<file path="config.mk">
export PLATFORM = sky130hd
export DESIGN_NAME = capture_record_deframer
export DESIGN_NICKNAME = d
export VERILOG_FILES = /design/src/rtl/cdf_pkg.sv /design/src/rtl/capture_record_deframer.sv
export SDC_FILE = /design/constraint.sdc
export NUM_CORES = 1
export LEC_CHECK = 0
export BUFFER_PORTS_ARGS = -buffer_cell sky130_fd_sc_hd__buf_2
export CELL_PAD_IN_SITES_DETAIL_PLACEMENT = 0
export CELL_PAD_IN_SITES_GLOBAL_PLACEMENT = 2
export CORE_MARGIN = 2
export CORE_UTILIZATION = 40
export DETAILED_ROUTE_END_ITERATION = 8
export PLACE_DENSITY = 0.86
export SETUP_SLACK_MARGIN = 0.15
export SYNTH_ARGS = -nofsm -noshare
export SYNTH_HDL_FRONTEND = slang
export SYNTH_SLANG_ARGS = --single-unit
</file>
<file path="constraint.sdc">
create_clock -name clk -period 7.77 [get_ports clk]
set_input_delay 0.3885 -clock clk [delete_from_list [all_inputs] [get_ports clk]]
set_output_delay 0.3885 -clock clk [all_outputs]
set_load 0.05 [all_outputs]
</file>
<file path="src/rtl/cdf_pkg.sv">
package cdf_pkg;

  typedef enum logic [2:0] {
    KIND_FILL     = 3'd0,
    KIND_HEADER   = 3'd1,
    KIND_PAYLOAD  = 3'd2,
    KIND_MISMATCH = 3'd3,
    KIND_END      = 3'd4,
    KIND_AFTER    = 3'd5
  } kind_t;

  localparam logic [47:0] FILL_UPPER     = 48'h5555_5555_5555;
  localparam logic [3:0]  BYTES_PER_WORD = 4'd8;

endpackage

</file>
<file path="src/rtl/capture_record_deframer.sv">
// Each input word passes the input register, then the result register; the record
// state is updated between the two.
// Throughput: one word per cycle, sustained while out_ready stays high.
// Synchronous active-high rst clears both valid flags, the record state and the
// record counter; payload registers are not reset.
module capture_record_deframer (
  input  logic        clk,
  input  logic        rst,
  input  logic        in_valid,
  output logic        in_ready,
  input  logic [63:0] stream_word,
  output logic        out_valid,
  input  logic        out_ready,
  output logic [2:0]  word_kind,
  output logic [63:0] data_word,
  output logic [15:0] record_length,
  output logic [2:0]  pad_bytes,
  output logic [3:0]  valid_bytes,
  output logic        last_of_record,
  output logic [31:0] record_total
);

  // input stage
  logic        s1_valid;
  logic [63:0] s1_word;
  logic        s2_ready;
  logic        adv;

  // record state
  logic        in_payload,      in_payload_next;
  logic [13:0] words_remaining, words_remaining_next;
  logic [2:0]  tail_pad,        tail_pad_next;
  logic [15:0] current_length,  current_length_next;
  logic        stream_ended,    stream_ended_next;
  logic [31:0] record_counter,  record_counter_next;

  // result
  cdf_pkg::kind_t kind_next;
  logic [63:0]    data_next;
  logic [15:0]    rlen_next;
  logic [2:0]     pad_next;
  logic [3:0]     valid_next;
  logic           last_next;

  logic [15:0]    hdr_len;
  logic [2:0]     hdr_pad;
  logic [13:0]    hdr_words;

  assign s2_ready = !out_valid || out_ready;
  assign adv      = s1_valid && s2_ready;
  assign in_ready = !s1_valid || s2_ready;

  always_ff @(posedge clk) begin
    if (rst) begin
      s1_valid <= 1'b0;
    end else if (in_ready) begin
      s1_valid <= in_valid;
    end
    if (in_valid && in_ready) begin
      s1_word <= stream_word;
    end
  end

  assign hdr_len   = s1_word[15:0];
  assign hdr_pad   = 3'(~hdr_len[2:0] + 3'd1);
  assign hdr_words = 14'(hdr_len[15:3]) + {13'd0, (hdr_len[2:0] != 3'd0)};

  always_comb begin
    in_payload_next      = in_payload;
    words_remaining_next = words_remaining;
    tail_pad_next        = tail_pad;
    current_length_next  = current_length;
    stream_ended_next    = stream_ended;
    record_counter_next  = record_counter;
    kind_next            = cdf_pkg::KIND_FILL;
    data_next            = 64'd0;
    rlen_next            = 16'd0;
    pad_next             = 3'd0;
    valid_next           = 4'd0;
    last_next            = 1'b0;

    if (stream_ended) begin
      kind_next = cdf_pkg::KIND_AFTER;
    end else if (in_payload) begin
      kind_next = cdf_pkg::KIND_PAYLOAD;
      data_next = s1_word;
      rlen_next = current_length;
      pad_next  = tail_pad;
      if (words_remaining <= 14'd1) begin
        last_next            = 1'b1;
        valid_next           = cdf_pkg::BYTES_PER_WORD - {1'b0, tail_pad};
        in_payload_next      = 1'b0;
        words_remaining_next = 14'd0;
        record_counter_next  = record_counter + 32'd1;
      end else begin
        valid_next           = cdf_pkg::BYTES_PER_WORD;
        words_remaining_next = words_remaining - 14'd1;
      end
    end else if (s1_word[63:16] == cdf_pkg::FILL_UPPER) begin
      kind_next = cdf_pkg::KIND_FILL;
    end else if (s1_word[63:48] != 16'd0) begin
      kind_next = cdf_pkg::KIND_MISMATCH;
    end else if (hdr_len == 16'd0) begin
      kind_next           = cdf_pkg::KIND_END;
      stream_ended_next   = 1'b1;
      current_length_next = 16'd0;
    end else begin
      kind_next            = cdf_pkg::KIND_HEADER;
      current_length_next  = hdr_len;
      words_remaining_next = hdr_words;
      tail_pad_next        = hdr_pad;
      in_payload_next      = 1'b1;
      rlen_next            = hdr_len;
      pad_next             = hdr_pad;
    end
  end

  always_ff @(posedge clk) begin
    if (rst) begin
      in_payload      <= 1'b0;
      words_remaining <= 14'd0;
      tail_pad        <= 3'd0;
      current_length  <= 16'd0;
      stream_ended    <= 1'b0;
      record_counter  <= 32'd0;
      out_valid       <= 1'b0;
    end else begin
      if (adv) begin
        in_payload      <= in_payload_next;
        words_remaining <= words_remaining_next;
        tail_pad        <= tail_pad_next;
        current_length  <= current_length_next;
        stream_ended    <= stream_ended_next;
        record_counter  <= record_counter_next;
      end
      if (s2_ready) begin
        out_valid <= s1_valid;
      end
    end
    if (adv) begin
      word_kind      <= kind_next;
      data_word      <= data_next;
      record_length  <= rlen_next;
      pad_bytes      <= pad_next;
      valid_bytes    <= valid_next;
      last_of_record <= last_next;
      record_total   <= record_counter_next;
    end
  end

  a_end_no_payload: assert property (@(posedge clk) disable iff (rst)
    stream_ended |-> !in_payload)
    else $error("payload state active after end marker");

  a_payload_words: assert property (@(posedge clk) disable iff (rst)
    in_payload |-> words_remaining != 14'd0)
    else $error("in record with no words left");

  a_non_payload_clean: assert property (@(posedge clk) disable iff (rst)
    (out_valid && word_kind != cdf_pkg::KIND_PAYLOAD) |->
      (valid_bytes == 4'd0 && !last_of_record && data_word == 64'd0))
    else $error("non-payload result carries payload fields");

endmodule

</file>
After elaboration in Yosys (flattened, before gate mapping)
Cells that the tools add are included.

storage, ports and cells
  register bits after elaboration = 256
  bits of input ports = 68
  output and inout bits = 125
  word-level logic and storage cells = 81

operators by class
  add/subtract/negate cells = 5
  magnitude comparators = 1
  eq/ne operators = 4
  mux-type cells = 32
  bitwise gates (word level) = 7
  reduce and logical (&&, ||, !) cells = 15

operators with widths
  operator                                                                            count
  32-bit 2-to-1 mux                                                                   3
  14-bit 2-to-1 mux                                                                   5
  16-bit 2-to-1 mux                                                                   4
  48-bit by 47-bit == test with 1-bit output (second input constant)                  1
  32-bit by 1-bit adder with 32-bit output (second input constant)                    1
  3-bit 2-to-1 mux                                                                    8
  16-bit zero test                                                                    1
  16-bit nonzero test                                                                 1
  13-bit by 1-bit adder with 14-bit output                                            1
  14-bit by 1-bit less-or-equal comparator with 1-bit output (second input constant)  1
  14-bit by 1-bit subtractor with 14-bit output (second input constant)               1
  1-bit 2-to-1 mux                                                                    11
  5-bit AND reduction                                                                 2
  2-bit != test (second input constant)                                               3
  1-bit NOT                                                                           6
  6-bit AND reduction                                                                 1
  4-bit 2-to-1 mux                                                                    1
  4-bit by 3-bit subtractor with 4-bit output (first input constant)                  1
  3-bit by 1-bit adder with 3-bit output (second input constant)                      1
  3-bit NOT                                                                           1
  3-bit nonzero test                                                                  1
  3-bit OR reduction                                                                  1
  1-bit logical AND                                                                   2
  1-bit zero test                                                                     2
  3 further kinds                                                                     4

Logic depth before layout (Yosys ltp)
Gate-level depths: netlist of the first run.

  word-level depth = 6
  depth in mapped cells = 11
  gate-level depth less buffers = 11

Worst setup path after synthesis of the first run
No wires, ideal clock.

  path kind = flip-flop to flip-flop
  start = reg out_valid
  end = reg words_remaining[11]
  library setup time = 0.117 ns
  data arrival time = 4.526 ns
  required time = 7.653 ns
  path slack = 3.127 ns
  stages on the path, launching flop included = 7
  buffers on the path = 0
  period minus slack after synthesis = 4.643 ns
  cell sequence = dfxtp_1 > nand2b_1 > nand2_1 > clkinv_1 > nand3_1 > nor2_1 > a32o_1

between the ends
  word-level cells in the longest chain between the ends = 4

ends and longest elaborated chain
  element                        line                            source
  from (decl)                    capture_record_deframer.sv:12   output logic out_valid,
  from (signal assigned)         capture_record_deframer.sv:137  out_valid <= s1_valid;
  1-bit zero test                capture_record_deframer.sv:49   assign s2_ready = !out_valid || out_ready;
  1-bit logical OR               capture_record_deframer.sv:49
  1-bit logical AND              capture_record_deframer.sv:50   assign adv = s1_valid && s2_ready;
  named net adv                  capture_record_deframer.sv:27   logic adv;
  5-bit AND reduction (no line)  -
  to (signal assigned)           capture_record_deframer.sv:130  words_remaining <= words_remaining_next;
  to (decl)                      capture_record_deframer.sv:31   logic [13:0] words_remaining, words_remaining_next;

The timed path passes the listed nets, and every way through them passes these cells.
A chain may end at the register's enable or synchronous reset.

Worst setup path in the final report of the first run
  start = reg out_valid
  end = reg record_counter[24]

between the ends
  word-level cells in the longest chain between the ends = 3

ends and longest elaborated chain
  element               line                            source
  1-bit zero test       capture_record_deframer.sv:49
  1-bit logical OR      capture_record_deframer.sv:49
  1-bit logical AND     capture_record_deframer.sv:50
  named net adv         capture_record_deframer.sv:27
  to (signal assigned)  capture_record_deframer.sv:134  record_counter <= record_counter_next;
  to (decl)             capture_record_deframer.sv:35   logic [31:0] record_counter, record_counter_next;

The timed path passes the listed nets, and every way through them passes these cells.

==> out/qor.yml, run 1 <==
hold_viol_final: 0
worstMarginPinSlew_ps: 1220
tns_ps: 0
reg2reg_slack_ps: 4400
whs_ps: 22.2
dp_hpwl_um: 17800
syn-mean-instance-area_um2: 12.6
grtUsageMet2: 0.315
power.density_nw_per_um2: 224
critPathKind: "flip-flop to flip-flop"
period_share: 0.433
finalMaxSlewViolations: 0
fin_util: 0.504
async_reset_ff_frac: 0
cellLeakagePower_nw: 4.93
cts_tree: "yes"
worst_ep_required_time_ps: 8230
multiInputGateArea_um2: 3550
finalNetCount: 1167
rsz0062_at_grt: "false"
postCtsSetupRepairBufs: 0
report.final.setup_viol: 0
grt.met3_usage: 0.0240
critPathBufInv: 2
endpoint_kind: "flip-flop"
die_area_um2: 28300
cp-start-kind: "flip-flop"
busiest_layer: "met2"
pin_count: 193
drc: 0
placed_area_um2: 12000
grt_pass1_vias: 7605
seqCellArea_um2: 7000
grt_max_degree: 80
num_rows: 60
clock_path_buffers: 3
fp.dieW_um: 168
grt_pass1_wl_um: 41900
synthCells: 858
syn-num-nets: 934
switchingPower_uw: 727
synth_top_area_share: 0.521
drt-pass1-iter-count: 4
status: "completed"
place.gp.congestion: 0.812
cts_made_buffers: 28
intPower_mw: 2.29
diodes: 0
worst_ep_arrival_time_ps: 3830
synth.cell_area_um2: 10800
crit_chain: "nand2b_1 -> nand2_1 -> inv_4 -> buf_4 -> nand2_1 -> or4_1 -> a21oi_1"
routed_wl_um: 26600
htree_levels: 1
grt-ovfl-total: 0
reg2regPathDepth: 7
clockRootBuffer: "clkbuf_16"
vias_per_cell: 5.24
synthTopCellsByArea: "edfxtp_1 (52%), dfxtp_1 (13%), and2_1 (3.7%)"
io_buffers: 192
via_count: 7616
drt_iter0_drc: 515
fin_worst_skew_ps: 25.6
fmax_ghz: 0.297
switching_share: 0.241
use_met1: 0.249
fillCellCount: 2420
min_path_cells: 1
wl_per_cell_um: 18.3
worstPathMaxFanout: 79
p_clk_frac: 0.418
yosysTopAreaCell: "edfxtp_1"
hold_path_class: "input pin to flip-flop"
clock_latency_ps: 560
slew_headroom: 0.178
synth-edff-count: 187
finalPower_mw: 3.01
cp_slowest_cell: "inv_4"
ant_nets: 0
ys_seq_area_frac: 0.649
ir_drop_mv: 0.151
synth.distinct_cells: 62
ys_warn_count: 0
holdPathEnd: "s1_word[22]"
critPathMaxStageDelay_ps: 930
hold_path.startpoint: "stream_word[22]"
start_util: 0.404
cts_sinks: 256
antenna_found_initial: 0
drive_above_1_share: 0.239
seqPwrFrac: 0.511
syn2layout_area_growth_pct: 24.8
path_common_cell: "nand2_1"
core_area_um2: 26700
timing.rr.start: "out_valid"
cp_top_family: "buffers and inverters"
synth_seq_cells: 256
stdcell_area_um2: 13500
maxCapViolCount: 0
p_comb_frac: 0.072
fp.dieH_um: 168
fin_crit_ps: 3370
path_clk_slew_ps: 60
grt_usage: 0.186
synth_ff_type: "edfxtp_1"
r2r_end: "record_counter[24]"
cell usage after synthesis, types with 8 or more instances:
library cell	n
nand2_1	44
a21oi_1	28
nor3_1	22
or3_1	12
nor2b_1	8
a22o_1	13
o31ai_1	11
and4_1	9
nor4_1	21
and2_1	63
edfxtp_1	187
mux2i_1	17
or4_1	12
nand3_1	27
nand4_1	23
o21ai_0	17
clkbuf_1	40
inv_1	14
ha_1	8
xnor2_1	27
nor2_1	62
dfxtp_1	69
xor2_1	26
metrics by stage:
step	std cells	setup WS (ps)
2_1_floorplan	858	3130
3_3_place_gp	1349	4240
3_5_place_dp	1349	4180
4_1_cts	1453	4350
5_1_grt	1454	4070
6_report	1454	4400
state kept, by name (all words and copies together) (netlist names):
signal / flops
pad_bytes: 3
last_of_record: 1
out_valid: 1
s1_word: 64
record_counter: 32
tail_pad: 3
record_total: 32
current_length: 16
s1_valid: 1
in_payload: 1
record_length: 16
word_kind: 3
valid_bytes: 4
stream_ended: 1
data_word: 64
words_remaining: 14
worst max path at each step:
stage,cells past startpoint,to,from
after floorplan,6,words_remaining[11],out_valid
after global placement,8,record_counter[24],out_ready
after detailed placement,8,record_counter[24],out_ready
after CTS,7,record_counter[24],out_valid
after global routing,7,record_counter[24],out_valid
final,7,record_counter[24],out_valid
cells in the final DEF, fill, tap and decap left out, drive strengths merged, types with 11 or more instances in the layout:
cell,count
a21oi,28
a22o,13
and2,63
buf,198
clkbuf,32
clkinv,18
dfxtp,69
dlygate4sd3,53
edfxtp,187
inv,16
mux2i,17
nand2,44
nand3,29
nand4,23
nor2,62
nor3,23
nor4,22
o21ai,19
o31ai,11
or3,12
or4,14
xnor2,27
xor2,26
area by class of cell:
cell class | count | area share
Sequential cell | 256 | 0.520
Multi-Input combinational cell | 537 | 0.264
Timing Repair Buffer | 251 | 0.114
Clock buffer | 32 | 0.0547
Tap cell | 341 | 0.0317
Clock inverter | 20 | 0.0111
Inverter | 17 | 0.00493
cell families after synthesis:
family	count (synthesis)	synth area share
simple gates	339	0.179
flops	256	0.649
compound gates	116	0.0763
buf+inv	65	0.0242
xor+xnor	53	0.0430
mux	21	0.0199
fa+ha+maj	8	0.00928
per-layer routing:
metal	wire length (µm)	up-vias
met5	0	-
met4	761	0
met3	1190	54
met2	13000	214
met1	11700	3660
li1	-	3688
power groups by stage:
stage                     sequential (mW)  clock [mW]  combinational, mW
after detailed placement             1.57           0              0.196
after CTS                            1.54        1.29              0.218
after global routing                 1.54        1.34              0.228
after global placement               1.57           0              0.194
final                                1.54        1.26              0.216
after floorplan                      1.65           0             0.0459
timing repair:
action                    in CTS  in global routing
hold endpoints to repair      52                  1
hold buffers                  52                  1
resized for setup              0                  0
Note: power is estimated with default switching activity, not from simulation.
==> run 2, diff against run 1 <==
Settings changed: CORE_UTILIZATION 40 to 34, PLACE_DENSITY 0.86 to 0.78.
Clock period 7.77 ns to 2.8 ns, I/O delays scaled along.
==> run 2 against run 1 <==
  * Cell area increased by 3.8%
  * Largest power group unchanged
  * Sequential power grew to 2.8 times the previous value
  * Clock skew down 12 ps
  * Global-route usage shrank 1.5 points
  * Final cell count rose by 7.4%
  * Flip-flop and latch count unchanged
  * First-iteration DRC count is 14% higher
  * Register-to-register slack lost 4100 ps
  * Highest routed layer unchanged
  * Sequential share of layout area shrank 1.9 points
==> out/qor.yml, run 2 (synthesized netlist as in run 1, its figures left out) <==
status: "completed"  # unchanged
grt_max_degree: 77  # was 80
power.density_nw_per_um2: 605  # was 224 nW/µm²
drt-pass1-iter-count: 5  # was 4
drc: 0  # unchanged
period_share: 0.884  # was 0.433
worstMarginPinSlew_ps: 760  # was 1220 ps
antenna_found_initial: 1  # was 0
wl_per_cell_um: 18.2  # was 18.3 µm
slew_headroom: 0.493  # was 0.178
whs_ps: 37.9  # was 22.2 ps
dp_cells: 1444  # was 1349
cp-start-kind: "flip-flop"  # unchanged
finalMaxSlewViolations: 0  # unchanged
hold_viol_final: 0  # unchanged
finalPower_mw: 8.46  # was 3.01 mW
ir_drop_mv: 0.444  # was 0.151 mV
cts_sinks: 256  # unchanged
io_buffers: 192  # unchanged
clock_path_buffers: 3  # unchanged
final_common_cell: "buf_2"  # unchanged
clockRootBuffer: "clkbuf_16"  # unchanged
postCtsSetupRepairBufs: 0  # unchanged
fp.dieH_um: 182  # was 168 µm
fmax_ghz: 0.404  # was 0.297 GHz
maxCapViolCount: 0  # unchanged
path_common_cell: "buf_4"  # was nand2_1
hold_path_class: "input pin to flip-flop"  # unchanged
rsz0062_at_grt: "false"  # unchanged
num_rows: 65  # was 60
path_clk_slew_ps: 60  # about the same
cellLeakagePower_nw: 5.16  # was 4.93 nW
grt_pass1_wl_um: 44600  # was 41900 µm
reg2regPathDepth: 7  # unchanged
syn2layout_area_growth_pct: 29.5  # was 24.8%
final_cells: 1562  # was 1454
worstPathMaxFanout: 26  # was 79
drive_above_1_share: 0.261  # was 0.239
finalNetCount: 1214  # was 1167
routed_wl_um: 28500  # was 26600 µm
fin_worst_skew_ps: 13.4  # was 25.6 ps
critPathMaxStageDelay_ps: 600  # was 930 ps
dp_hpwl_um: 19500  # was 17800 µm
layout_common_cells: "buf_2 (192), edfxtp_1 (187), dfxtp_1 (69)"  # unchanged
fp.dieW_um: 182  # was 168 µm
clock_latency_ps: 540  # was 560 ps
drt_iter0_drc: 586  # was 515
grt-ovfl-total: 0  # unchanged
tns_ps: 0  # unchanged
via_count: 7878  # was 7616
core_area_um2: 31400  # was 26700 µm²
fin_crit_ps: 2470  # was 3370 ps
top_regs: "data_word: 64 flops, s1_word: 64 flops"  # unchanged
min_path_cells: 3  # was 1
die_area_um2: 33200  # was 28300 µm²
cts_made_buffers: 28  # unchanged
vias_per_cell: 5.04  # was 5.24
cts_tree: "yes"  # unchanged
htree_levels: 1  # unchanged
worst_ep_required_time_ps: 3270  # was 8230 ps
crit_chain: "or4_4 -> nor3_4 -> buf_4 -> nand3_2 -> buf_4 -> or4_1 -> a21oi_1"  # was nand2b_1 -> nand2_1 -> inv_4 -> buf_4 -> nand2_1 -> or4_1 -> a21oi_1
worst_ep_arrival_time_ps: 2940  # was 3830 ps
report.final.setup_viol: 0  # unchanged
grt_pass1_vias: 7881  # was 7605
ant_nets: 0  # unchanged
endpoint_kind: "flip-flop"  # unchanged
pin_count: 193  # unchanged
critPathKind: "flip-flop to flip-flop"  # unchanged
grt_usage: 0.171  # was 0.186
cp_slowest_cell: "or4_4"  # was inv_4
fin_util: 0.445  # was 0.504
place.gp.congestion: 0.795  # was 0.812
start_util: 0.344  # was 0.404
run 2: cell count changes in the layout (fill, tap and decap cells not counted), sizes merged:
cell | previous run | this run
buf | 198 | 232
clkbuf | 32 | 39
clkinv | 18 | 11
diode | 0 | 1
dlygate4sd3 | 53 | 66
inv | 16 | 15
run 2: metal layers:
metal,vias up,GRT usage,share of wire
met5,-,0,0
met2,243,0.287,0.48
met3,62,0.0269,0.048
li1,3790,-,-
met4,0,0.0655,0.035
met1,3783,0.224,0.44
run 2: path summary, 6_finish.rpt:
kind	end	start	slack [ps]
setup / recovery	record_counter[18]	words_remaining[4]	330
hold / removal	out_valid	out_ready	40
hold reg to reg	current_length[1]	current_length[1]	480
setup reg to reg	record_counter[18]	words_remaining[4]	330
run 2: final cells by class:
cell class                 instances  area [µm²]
antenna                            1        2.50
clock buffer                      39         793
clock inverter                    12        95.1
fill                            2953       17400
inverter                          17        68.8
multi-input combinational        537        3560
sequential                       256        7000
tap                              402         503
timing repair buffer             298        1960
run 2: report_power, final:
group	internal, mW	switching, mW
logic	0.197	0.462
clock network	2.07	1.48
registers	4.20	0.0544
total	6.46	2.00
run 2: through the flow:
step / worst slack, ps / cell area [µm²]
floorplan: 368 / 10800
global placement: 247 / 12400
detailed placement: 274 / 12400
CTS: 253 / 14000
global route: 174 / 14000
finish: 326 / 14000
run 2: worst max-delay path: cells and delay by family (launching register included):
kind | cells | cell delay [ps]
compound gates | 1 | 150
buf+inv | 2 | 480
flops | 1 | 360
simple gates | 4 | 1420
run 2: timing repair:
| item | CTS | global route |
|---|---|---|
| resized for setup | 0 | 2 |
| hold endpoints to repair | 65 | 0 |
| setup endpoints to repair | 0 | 10 |
| hold buffers | 66 | 0 |
